[src/rtl/core/crcfr_pkg.sv]
// ----------------------------------------------------------------------------
// crcfr_pkg
// Shared types, codes and the CRC-16/MODBUS byte update for the frame receiver.
// ----------------------------------------------------------------------------
package crcfr_pkg;

    // Receive phase
    typedef enum logic [1:0] {
        PH_HUNT1  = 2'd0,
        PH_HUNT2  = 2'd1,
        PH_HEADER = 2'd2,
        PH_BODY   = 2'd3
    } t_phase;

    // Result kinds
    localparam logic [2:0] K_PAYLOAD = 3'd0;
    localparam logic [2:0] K_GOOD    = 3'd1;
    localparam logic [2:0] K_BAD_CRC = 3'd2;
    localparam logic [2:0] K_ACK_DROP = 3'd3;
    localparam logic [2:0] K_TOO_LONG = 3'd4;

    // Configuration register indexes
    localparam logic [2:0] CFG_START_ONE = 3'd0;
    localparam logic [2:0] CFG_START_TWO = 3'd1;
    localparam logic [2:0] CFG_MAX_LEN   = 3'd2;
    localparam logic [2:0] CFG_ACK_MASK  = 3'd3;
    localparam logic [2:0] CFG_NEED_MASK = 3'd4;

    // Frame layout and CRC constants
    localparam logic [16:0] HDR_SIZE = 17'd10;
    localparam logic [15:0] CRC_INIT = 16'hFFFF;
    localparam logic [15:0] CRC_POLY = 16'hA001;

    // Configuration registers as seen by the parser
    typedef struct packed {
        logic [7:0]  start_one;
        logic [7:0]  start_two;
        logic [15:0] max_len;
        logic [7:0]  ack_mask;
        logic [7:0]  need_mask;
    } t_cfg;

    // One result word
    typedef struct packed {
        logic [2:0]  kind;
        logic [7:0]  data_byte;
        logic [7:0]  frame_cfg;
        logic [7:0]  frame_seq;
        logic [7:0]  frame_src;
        logic [7:0]  frame_dst;
        logic [7:0]  frame_func;
        logic [7:0]  frame_cmd;
        logic [15:0] payload_len;
        logic        wants_ack;
    } t_result;

    // Advance the reflected CRC by one byte
    function automatic logic [15:0] crc16_byte(input logic [15:0] crc, input logic [7:0] b);
        logic [15:0] c;
        c = crc ^ {8'd0, b};
        for (int i = 0; i < 8; i++) begin
            if (c[0]) begin
                c = (c >> 1) ^ CRC_POLY;
            end else begin
                c = c >> 1;
            end
        end
        return c;
    endfunction

endpackage

[src/rtl/core/crcfr_parser.sv]
// ----------------------------------------------------------------------------
// crcfr_parser
// Frame state machine: start-byte hunt, header capture, payload streaming,
// running CRC and verdict. One byte is taken per accepted word.
// ----------------------------------------------------------------------------
module crcfr_parser
    import crcfr_pkg::*;
(
    input  logic    i_clk,
    input  logic    i_rst_n,
    input  logic    i_acc,
    input  logic [7:0] i_byte,
    input  t_cfg    i_cfg,
    output logic    o_res_valid,
    output t_result o_res
);

    t_phase      r_phase, n_phase;
    logic [16:0] r_byte_count, n_byte_count;
    logic [15:0] r_crc, n_crc;
    logic [7:0]  r_trailer_low, n_trailer_low;
    logic [7:0]  r_hdr [8];
    logic [7:0]  n_hdr [8];

    logic [2:0]  hdr_idx;
    logic [15:0] hdr_len_next;
    logic [16:0] body_end;
    logic [15:0] crc_step;
    logic [15:0] recv_crc;
    logic        is_last_hdr;

    assign hdr_idx      = r_byte_count[2:0] - 3'd2;
    assign is_last_hdr  = (r_byte_count == (HDR_SIZE - 17'd1));
    assign hdr_len_next = {n_hdr[7], n_hdr[6]};
    assign body_end     = HDR_SIZE + {1'b0, r_hdr[7], r_hdr[6]};
    assign crc_step     = crc16_byte(r_crc, i_byte);
    assign recv_crc     = {i_byte, r_trailer_low};

    // Header store with the current byte written in
    always_comb begin
        n_hdr = r_hdr;
        if (r_phase == PH_HEADER) begin
            n_hdr[hdr_idx] = i_byte;
        end
    end

    // Next phase
    always_comb begin
        n_phase = r_phase;
        case (r_phase)
            PH_HUNT1: begin
                if (i_byte == i_cfg.start_one) n_phase = PH_HUNT2;
            end
            PH_HUNT2: begin
                n_phase = (i_byte == i_cfg.start_two) ? PH_HEADER : PH_HUNT1;
            end
            PH_HEADER: begin
                if (is_last_hdr) begin
                    n_phase = (hdr_len_next > i_cfg.max_len) ? PH_HUNT1 : PH_BODY;
                end
            end
            PH_BODY: begin
                if (r_byte_count > body_end) n_phase = PH_HUNT1;
            end
            default: n_phase = PH_HUNT1;
        endcase
    end

    // Counters, CRC, trailer and result
    always_comb begin
        n_byte_count  = r_byte_count;
        n_crc         = r_crc;
        n_trailer_low = r_trailer_low;
        o_res_valid   = 1'b0;
        o_res.kind        = K_PAYLOAD;
        o_res.data_byte   = 8'd0;
        o_res.frame_cfg   = n_hdr[0];
        o_res.frame_seq   = n_hdr[1];
        o_res.frame_src   = n_hdr[2];
        o_res.frame_dst   = n_hdr[3];
        o_res.frame_func  = n_hdr[4];
        o_res.frame_cmd   = n_hdr[5];
        o_res.payload_len = hdr_len_next;
        o_res.wants_ack   = |(n_hdr[0] & i_cfg.need_mask);
        case (r_phase)
            PH_HUNT1: begin
                if (i_byte == i_cfg.start_one) begin
                    n_crc        = crc16_byte(CRC_INIT, i_byte);
                    n_byte_count = 17'd1;
                end
            end
            PH_HUNT2: begin
                if (i_byte == i_cfg.start_two) begin
                    n_crc        = crc_step;
                    n_byte_count = 17'd2;
                end else begin
                    n_crc         = CRC_INIT;
                    n_byte_count  = 17'd0;
                    n_trailer_low = 8'd0;
                end
            end
            PH_HEADER: begin
                n_crc        = crc_step;
                n_byte_count = r_byte_count + 17'd1;
                // drop an over-long frame and restart the hunt
                if (is_last_hdr && (hdr_len_next > i_cfg.max_len)) begin
                    o_res_valid   = 1'b1;
                    o_res.kind    = K_TOO_LONG;
                    n_crc         = CRC_INIT;
                    n_byte_count  = 17'd0;
                    n_trailer_low = 8'd0;
                end
            end
            PH_BODY: begin
                if (r_byte_count < body_end) begin
                    n_crc           = crc_step;
                    n_byte_count    = r_byte_count + 17'd1;
                    o_res_valid     = 1'b1;
                    o_res.kind      = K_PAYLOAD;
                    o_res.data_byte = i_byte;
                end else if (r_byte_count == body_end) begin
                    n_trailer_low = i_byte;
                    n_byte_count  = r_byte_count + 17'd1;
                end else begin
                    // verdict on the trailer high byte
                    o_res_valid = 1'b1;
                    if (|(r_hdr[0] & i_cfg.ack_mask)) begin
                        o_res.kind = K_ACK_DROP;
                    end else if (recv_crc == r_crc) begin
                        o_res.kind = K_GOOD;
                    end else begin
                        o_res.kind = K_BAD_CRC;
                    end
                    n_crc         = CRC_INIT;
                    n_byte_count  = 17'd0;
                    n_trailer_low = 8'd0;
                end
            end
            default: begin
                n_crc        = CRC_INIT;
                n_byte_count = 17'd0;
            end
        endcase
    end

    // Control state
    always_ff @(posedge i_clk) begin
        if (!i_rst_n) begin
            r_phase       <= PH_HUNT1;
            r_byte_count  <= 17'd0;
            r_crc         <= CRC_INIT;
            r_trailer_low <= 8'd0;
        end else if (i_acc) begin
            r_phase       <= n_phase;
            r_byte_count  <= n_byte_count;
            r_crc         <= n_crc;
            r_trailer_low <= n_trailer_low;
        end
    end

    // Header bytes, undefined until written
    always_ff @(posedge i_clk) begin
        if (i_acc) begin
            r_hdr <= n_hdr;
        end
    end

    a_hunt_clean: assert property (@(posedge i_clk) disable iff (!i_rst_n)
        r_phase == PH_HUNT1 |-> (r_byte_count == 17'd0 && r_crc == CRC_INIT))
        else $error("hunt phase with stale count or CRC");

    a_header_count: assert property (@(posedge i_clk) disable iff (!i_rst_n)
        r_phase == PH_HEADER |-> (r_byte_count >= 17'd2 && r_byte_count <= 17'd9))
        else $error("header byte count out of range");

    a_payload_phase: assert property (@(posedge i_clk) disable iff (!i_rst_n)
        (o_res_valid && o_res.kind == K_PAYLOAD) |-> r_phase == PH_BODY)
        else $error("payload word outside body phase");

endmodule

[src/rtl/core/crcfr_out_reg.sv]
// ----------------------------------------------------------------------------
// crcfr_out_reg
// Result register between the parser and the output channel. Takes a new word
// in the cycle the previous one leaves.
// ----------------------------------------------------------------------------
module crcfr_out_reg
    import crcfr_pkg::*;
(
    input  logic    i_clk,
    input  logic    i_rst_n,
    input  logic    i_load,
    input  t_result i_res,
    input  logic    i_stall,
    output logic    o_valid,
    output logic    o_busy,
    output t_result o_res
);

    logic    r_valid;
    t_result r_res;

    // Full and stalled: hold the word and block the input side
    assign o_busy  = r_valid && i_stall;
    assign o_valid = r_valid;
    assign o_res   = r_res;

    always_ff @(posedge i_clk) begin
        if (!i_rst_n) begin
            r_valid <= 1'b0;
        end else if (i_load) begin
            r_valid <= 1'b1;
        end else if (!i_stall) begin
            r_valid <= 1'b0;
        end
    end

    always_ff @(posedge i_clk) begin
        if (i_load) begin
            r_res <= i_res;
        end
    end

    a_no_overwrite: assert property (@(posedge i_clk) disable iff (!i_rst_n)
        o_busy |-> !i_load)
        else $error("result overwritten while stalled");

    a_load_shows: assert property (@(posedge i_clk) disable iff (!i_rst_n)
        i_load |=> (r_valid && r_res == $past(i_res)))
        else $error("loaded word not presented");

endmodule

[src/rtl/core/crc_checked_frame_receiver_core.sv]
// A result word is registered and valid in the cycle after its causing byte is accepted.
// Throughput: one byte per cycle unless stalled; parser and CRC update are combinational.
// The input stalls only while the result register is full and the output is stalled.
// Reset (i_rst_n low, synchronous) restores the configuration registers to their defaults,
// clears the output valid flag and returns the parser to the first start-byte hunt.
// ----------------------------------------------------------------------------
// crc_checked_frame_receiver_core
// Start-of-frame receiver with header capture, payload streaming and a
// CRC-16/MODBUS verdict per frame.
// ----------------------------------------------------------------------------
module crc_checked_frame_receiver_core
    import crcfr_pkg::*;
(
    input  logic        i_clk,
    input  logic        i_rst_n,
    // byte input
    input  logic        i_in_valid,
    output logic        o_in_stall,
    input  logic [7:0]  i_in_byte,
    // result output
    output logic        o_out_valid,
    input  logic        i_out_stall,
    output logic [2:0]  o_kind,
    output logic [7:0]  o_data_byte,
    output logic [7:0]  o_frame_cfg,
    output logic [7:0]  o_frame_seq,
    output logic [7:0]  o_frame_src,
    output logic [7:0]  o_frame_dst,
    output logic [7:0]  o_frame_func,
    output logic [7:0]  o_frame_cmd,
    output logic [15:0] o_payload_len,
    output logic        o_wants_ack,
    // configuration writes
    input  logic        i_cfg_we,
    input  logic [2:0]  i_cfg_index,
    input  logic [15:0] i_cfg_wdata
);

    t_cfg    r_cfg;
    t_result res, out_res;
    logic    res_valid;
    logic    in_acc;
    logic    out_busy;

    assign o_in_stall = out_busy;
    assign in_acc     = i_in_valid && !out_busy;

    // Configuration registers; unknown indexes are ignored
    always_ff @(posedge i_clk) begin
        if (!i_rst_n) begin
            r_cfg.start_one <= 8'hA5;
            r_cfg.start_two <= 8'h5A;
            r_cfg.max_len   <= 16'd256;
            r_cfg.ack_mask  <= 8'h02;
            r_cfg.need_mask <= 8'h01;
        end else if (i_cfg_we) begin
            case (i_cfg_index)
                CFG_START_ONE: r_cfg.start_one <= i_cfg_wdata[7:0];
                CFG_START_TWO: r_cfg.start_two <= i_cfg_wdata[7:0];
                CFG_MAX_LEN:   r_cfg.max_len   <= i_cfg_wdata;
                CFG_ACK_MASK:  r_cfg.ack_mask  <= i_cfg_wdata[7:0];
                CFG_NEED_MASK: r_cfg.need_mask <= i_cfg_wdata[7:0];
                default: ;
            endcase
        end
    end

    crcfr_parser u_parser (
        .i_clk       (i_clk),
        .i_rst_n     (i_rst_n),
        .i_acc       (in_acc),
        .i_byte      (i_in_byte),
        .i_cfg       (r_cfg),
        .o_res_valid (res_valid),
        .o_res       (res)
    );

    crcfr_out_reg u_out_reg (
        .i_clk   (i_clk),
        .i_rst_n (i_rst_n),
        .i_load  (in_acc && res_valid),
        .i_res   (res),
        .i_stall (i_out_stall),
        .o_valid (o_out_valid),
        .o_busy  (out_busy),
        .o_res   (out_res)
    );

    // Drive the result fields
    assign o_kind        = out_res.kind;
    assign o_data_byte   = out_res.data_byte;
    assign o_frame_cfg   = out_res.frame_cfg;
    assign o_frame_seq   = out_res.frame_seq;
    assign o_frame_src   = out_res.frame_src;
    assign o_frame_dst   = out_res.frame_dst;
    assign o_frame_func  = out_res.frame_func;
    assign o_frame_cmd   = out_res.frame_cmd;
    assign o_payload_len = out_res.payload_len;
    assign o_wants_ack   = out_res.wants_ack;

endmodule
[config.mk]
export PLATFORM = sky130hd
export DESIGN_NAME = crc_checked_frame_receiver_core
export DESIGN_NICKNAME = d
export VERILOG_FILES = /design/src/rtl/core/crcfr_pkg.sv /design/src/rtl/core/crcfr_parser.sv /design/src/rtl/core/crcfr_out_reg.sv /design/src/rtl/core/crc_checked_frame_receiver_core.sv
export SDC_FILE = /design/constraint.sdc
export NUM_CORES = 1
export LEC_CHECK = 0
export BUFFER_PORTS_ARGS = -buffer_cell sky130_fd_sc_hd__buf_2
export CORE_MARGIN = 4
export CORE_UTILIZATION = 55
export DETAILED_ROUTE_END_ITERATION = 12
export GPL_TIMING_DRIVEN = 0
export PLACE_DENSITY = 0.75
export SYNTH_ARGS = -nofsm -noshare
export SYNTH_HDL_FRONTEND = slang
export SYNTH_SLANG_ARGS = --single-unit
[constraint.sdc]
create_clock -name i_clk -period 8.83 [get_ports i_clk]
set_input_delay 1.3245 -clock i_clk [delete_from_list [all_inputs] [get_ports i_clk]]
set_output_delay 1.3245 -clock i_clk [all_outputs]
set_load 0.01 [all_outputs]
[After elaboration in Yosys (flattened, before gate mapping)]
Cells that the tools add are included.
Storage, ports and cells
  register bits after elaboration: 232
  latch bits: 0
  memory bits (writable): 0
  memory bits (read-only): 0
  input bits: 32
  output and inout bits: 78
  logic and storage cells: 167
  memories: 0
Operators by class
  $add $sub $neg: 3
  $mul: 0
  divide/modulo/power cells: 0
  $lt $le $gt $ge: 5
  equal/unequal tests: 20
  shift operators: 0
  muxes and demuxes: 69
  bitwise gates (word level): 21
  reductions and logical operators: 21
Operators by type and width (number)
  $mux W16: 35
  $mux W17: 4
  $pmux W17 S4: 1
  $bwmux W64: 1
  $mux W64: 1
  $pmux W16 S4: 1
  $not A2 Y3: 16
  $mux W8: 5
  $demux W8 S3: 1
  $pmux W8 S3: 1
  $add A17 B1 Y17 const B: 1
  $add A4 B16 Y17 const A: 1
  $eq A17 B17 Y1: 1
  $eq A17 B4 Y1 const B: 1
  $gt A17 B17 Y1: 1
  $lt A17 B17 Y1: 1
  $and A8 B8 Y8: 2
  $eq A16 B16 Y1: 1
  $eq A8 B8 Y1: 2
  $gt A16 B16 Y1: 1
  $mux W2: 8
  $not A8 Y16: 1
  $reduce_or A8 Y1: 2
  $xor A16 B8 Y16: 1
  26 further kinds: 49

[Logic depth before layout (Yosys ltp)]
  depth after elaboration: 33
  gate-level depth with buffers: 15
  gate-level depth less buffers: 13

[Cells and area by module]
A second synthesis with hierarchy kept.
Second synthesis, totals
  cell total of the unflattened synthesis: 929
  area, all modules: 11119.4 um^2
By module, submodules not included
  crcfr_parser: times used 1, cells an instance 661, area each 6886.6 um^2, seq. area each 2782.7 um^2
  crcfr_out_reg: times used 1, cells an instance 79, area each 2318.5 um^2, seq. area each 2302.2 um^2
  crc_checked_frame_receiver_core: times used 1, cells an instance 189, area each 1914.3 um^2, seq. area each 960.9 um^2

[Least setup slack after synthesis]
OpenSTA, ideal clock, no wires.
  path type: input to register
  from: in i_out_stall
  to: reg u_out_reg.r_res (netlist bit u_out_reg.o_res[0]), enable pin
  setup time: 0.511 ns
  data arrival time: 6.905 ns
  required time: 8.319 ns
  slack: 1.414 ns
  stages on the path: 5
  cells stage by stage: and2_1 -> nor2b_1 -> clkbuf_1 -> nand2_1 -> nor2_1
Between the ends
  longest elaborated chain between the ends: 4
RTL lines
  start: declaration: RTL line crc_checked_frame_receiver_core.sv:22  | input logic i_out_stall,
  $logic_and A1 B1 Y1: RTL line crcfr_out_reg.sv:23  | assign o_busy = r_valid && i_stall;
  $logic_not A1 Y1: RTL line crc_checked_frame_receiver_core.sv:46  | assign in_acc = i_in_valid && !out_busy;
  $logic_and A1 B1 Y1: RTL line crc_checked_frame_receiver_core.sv:46
  via in_acc: RTL line crc_checked_frame_receiver_core.sv:42  | logic in_acc;
  $logic_and A1 B1 Y1: RTL line crc_checked_frame_receiver_core.sv:81  | .i_load (in_acc && res_valid),
  via u_out_reg.i_load: RTL line crcfr_out_reg.sv:11  | input logic i_load,
  end signal: assignment: RTL line crcfr_out_reg.sv:39  | r_res <= i_res;
  end: declaration: RTL line crcfr_out_reg.sv:20  | t_result r_res;
The timed path passes the listed nets, and every way through them passes these cells.
A chain may end at the register's enable or synchronous reset.

==> impl_metrics.yaml <==
die:
  ios: 110
  die_w_microns: 150
  num_rows: 51
  core_sq_um: 19600
  die_h_microns: 150
  die-area_sq_um: 22400
  start_util_pct: 56.4
power:
  clockPowerShare_pct: 40.8
  peakVddDrop_mv: 0.160
  p_switching_mw: 0.590
  swShare_pct: 24.2
  powerDensity_nw_per_um2: 192
  p_seq_share_pct: 49.4
  cellInternalPower_mw: 1.85
  p_leak_nw: 4.57
  p_comb_share_pct: 9.9
logic_synthesis:
  synth_seq_area_share_pct: 54.7
  ys_types: 63
  yosys_warnings: 0
  synth-main-ff-cell: "edfxtp_1"
  syn-num-nets: 1050
  syn-cell-area_sq_um: 11000
  synthCells: 982
  synthArstFlopShare_pct: 0
  synth_edf_count: 140
  ys_ff_latch: 232
  synth_area_per_cell_sq_um: 11.2
routing:
  ant_nets: 0
  avgRoutedWirePerCell_microns: 19.4
  drc: 0
  routed_via_density: 5.75
  wirelength_mm: 27.0
  num_vias: 8008
  drt-initial-drc-count: 732
  drt_pre_antenna_iters: 6
critical_path:
  path_depth: 15
  startpoint_type: "input port"
  cp_slowest_stage_delay_ps: 670
  end_kind: "flip-flop"
  path_buf_inv: 7
  r2r_cells: 17
  cp_cell_sequence: "buf_2, clkbuf_1, mux2_2, ha_1, inv_1, nor4_1, o21ai_1, o211ai_1, and4_1, clkbuf_1, buf_2, nor2_1, nor2_4, buf_12, buf_12"
  required_ps: 9040
  path_max_fanout: 31
  cp.arrival_ps: 5900
  critical_path_class: "input port to flip-flop"
  slowest_stage: "clkbuf_1"
  crit_family: "buffers and inverters"
global_routing:
  overflow: 0
  antenna_found_initial: 0
  grt_first_pass_wirelength_mm: 42.3
  grt_max_degree: 65
  grt_usage_pct: 24.1
  grt_pass1_vias: 7668
place:
  io_buffers: 99
  hpwl_mm: 18.8
  gp_congestion: 0.913
  dpl_cell_area_sq_um: 11900
sta:
  hold_viol: 0
  post-route-period-util_pct: 64.4
  slew_violations: 0
  finalSetupViolCount: 0
  rsz0062_at_grt: "false"
  relSlewSlack_pct: 20.4
  finClkSkew_ps: 10.0
  fmax_ghz: 0.176
  tightest_slew_ps: 1180
  min_period_ps: 5690
clocking:
  hold_buffers: 0
  cts_tree: "yes"
  max-clock-path-buffers: 3
  cts_resized: 0
  htreeDepth: 1
  clock_sinks: 232
  postCtsSetupBuffers: 0
  clkTransAtPathRegs_ps: 60
  cts_root_buf: "clkbuf_16"
  clk_latency_ps: 520
  cts_buffers: 24
status:
  status: "completed"
layout:
  regArea_sq_um: 6050
  syn_to_final_growth_pct: 15.2
  layout.nets: 1178
  fillers: 1554
  multi_input_area_sq_um: 4660
  post-route-cell-area_sq_um: 12700
  finish.utilization_pct: 64.9
  drive_above_1_share_pct: 20.4
  antenna_cells: 0
worst_hold_path:
  hold_depth: 2
  hp-class: "flip-flop to flip-flop"
job:
  cap_violations: 0
-- stage by stage --
step                      hold WS, ps  cells  worst slack, ps  setup TNS (ps)  total power, mW
after global placement            451   1346            -1450         -109600             1.46
after global routing              485   1392             2870               0             2.53
after floorplan                   441    982             1410               0             1.39
after CTS                         466   1392             3130               0             2.45
final                             467   1392             3140               0             2.44
after detailed placement          457   1349             2620               0             1.46
-- cell families (layout without fill, tap and decap cells) --
group | after synthesis | after routing | share of synthesized area [%]
mux | 72 | 72 | 7.24
flops | 232 | 232 | 54.7
simple gates | 334 | 334 | 14.6
fa+ha+maj | 36 | 36 | 4.08
buf+inv | 82 | 227 | 3.10
xor+xnor | 83 | 83 | 7.04
compound gates | 143 | 143 | 9.23
-- cells in the final DEF, fill, tap and decap left out, drive strengths merged, types with 3 or more instances in the layout --
| cell | Yosys | final |
|---|---|---|
| and2 | 14 | 14 |
| dfxtp | 92 | 92 |
| nor2 | 40 | 40 |
| nand3 | 49 | 49 |
| buf | 15 | 117 |
| and3 | 14 | 14 |
| a21boi | 39 | 39 |
| xnor2 | 45 | 45 |
| a31oi | 9 | 9 |
| xor2 | 36 | 36 |
| or3 | 3 | 3 |
| nor4 | 16 | 16 |
| ha | 36 | 36 |
| a41oi | 6 | 6 |
| nand2 | 148 | 148 |
| nor3 | 7 | 7 |
| a21oi | 16 | 16 |
| a22oi | 8 | 8 |
| nand4 | 20 | 20 |
| mux2 | 63 | 63 |
| nand2b | 3 | 3 |
| o2111ai | 3 | 3 |
| nor2b | 7 | 7 |
| a211oi | 3 | 3 |
| o32ai | 7 | 7 |
| o211ai | 11 | 11 |
| mux2i | 9 | 9 |
| clkinv | 0 | 6 |
| inv | 27 | 29 |
| nand3b | 3 | 3 |
| o21ai | 21 | 21 |
| edfxtp | 140 | 140 |
| and4 | 4 | 4 |
| clkbuf | 40 | 71 |
-- worst register-to-register path, cell delays in order (launching register included) --
cell and delay (ps):
dfxtp_1 390, inv_1 80, clkbuf_1 260, nor3_1 250
nand3_1 360, mux2_2 440, ha_1 310, nand3_1 130
nor4_1 460, o21ai_1 170, o211ai_1 250, and4_1 270
clkbuf_1 330, buf_2 320, nor2_1 120, nor2_4 630
buf_12 290, buf_12 240
-- Yosys cell counts (3+ instances only) --
cell,instances,area (sq um)
mux2_2,63,709
a31oi_1,9,56.3
a21oi_1,16,80.1
o21ai_0,12,60.1
and2_1,14,87.6
o21ai_1,9,45.0
o211ai_1,11,82.6
nand4_1,19,119
and4_1,3,26.3
nand3b_1,3,22.5
inv_1,26,97.6
nand3_1,49,245
o2111ai_1,3,26.3
edfxtp_1,140,4200
nor2b_1,7,43.8
nand2b_1,3,18.8
a22oi_1,8,60.1
a21boi_0,38,285
nor4_1,13,81.3
xnor2_1,43,377
ha_1,36,450
clkbuf_1,40,150
buf_2,10,50.1
xor2_1,35,307
buf_4,4,30.0
o32ai_1,7,61.3
mux2i_1,9,90.1
and3_1,14,87.6
or3_1,3,18.8
nor2_1,40,150
nand2_1,148,556
a41oi_1,6,52.6
dfxtp_1,92,1840
nor3_1,7,35.0
-- sequential cells by signal, summed over array words and instances (netlist names) --
register	flops
u_parser.r_hdr	64
r_cfg	48
u_parser.r_crc	16
u_out_reg.o_res	76
u_parser.r_phase	2
u_parser.r_trailer_low	8
u_out_reg.o_valid	1
u_parser.r_byte_count	17
-- layout make-up --
class / instances / share of cell area (%)
sequential: 232 / 47.5
multi-input combinational: 668 / 36.7
clock buffer: 31 / 5.01
timing repair buffer: 102 / 4.43
tap: 265 / 2.61
buffer: 55 / 1.93
clock inverter: 12 / 1.04
inverter: 27 / 0.797
-- per-layer routing --
| layer | up-vias | track usage [%] | share of wire (%) | routed length (microns) |
|---|---|---|---|---|
| met3 | 58 | 3.42 | 6.4 | 1710 |
| met5 | - | 0 | 0 | 0 |
| met4 | 0 | 7.59 | 2.9 | 794 |
| li1 | 3813 | - | - | - |
| met1 | 3844 | 33.7 | 43 | 11700 |
| met2 | 293 | 39.3 | 47 | 12800 |
-- worst paths after layout --
kind	startpoint	to	slack, ps
worst max-delay path	i_in_byte[1]	u_out_reg.o_res[63]	3140
worst min-delay path	r_cfg[31]	r_cfg[31]	470
worst max register to register	u_parser.r_phase[1]	u_out_reg.o_res[63]	3210
worst min register to register	r_cfg[31]	r_cfg[31]	470
-- power by group through the flow --
stage               logic, mW  registers (mW)  clock network, mW
finish                  0.241            1.20              0.994
detailed placement      0.237            1.23                  0
floorplan               0.174            1.22                  0
global placement        0.231            1.23                  0
global route            0.263            1.21               1.06
CTS                     0.239            1.20               1.00
Note: power is estimated with default switching activity, not from simulation.
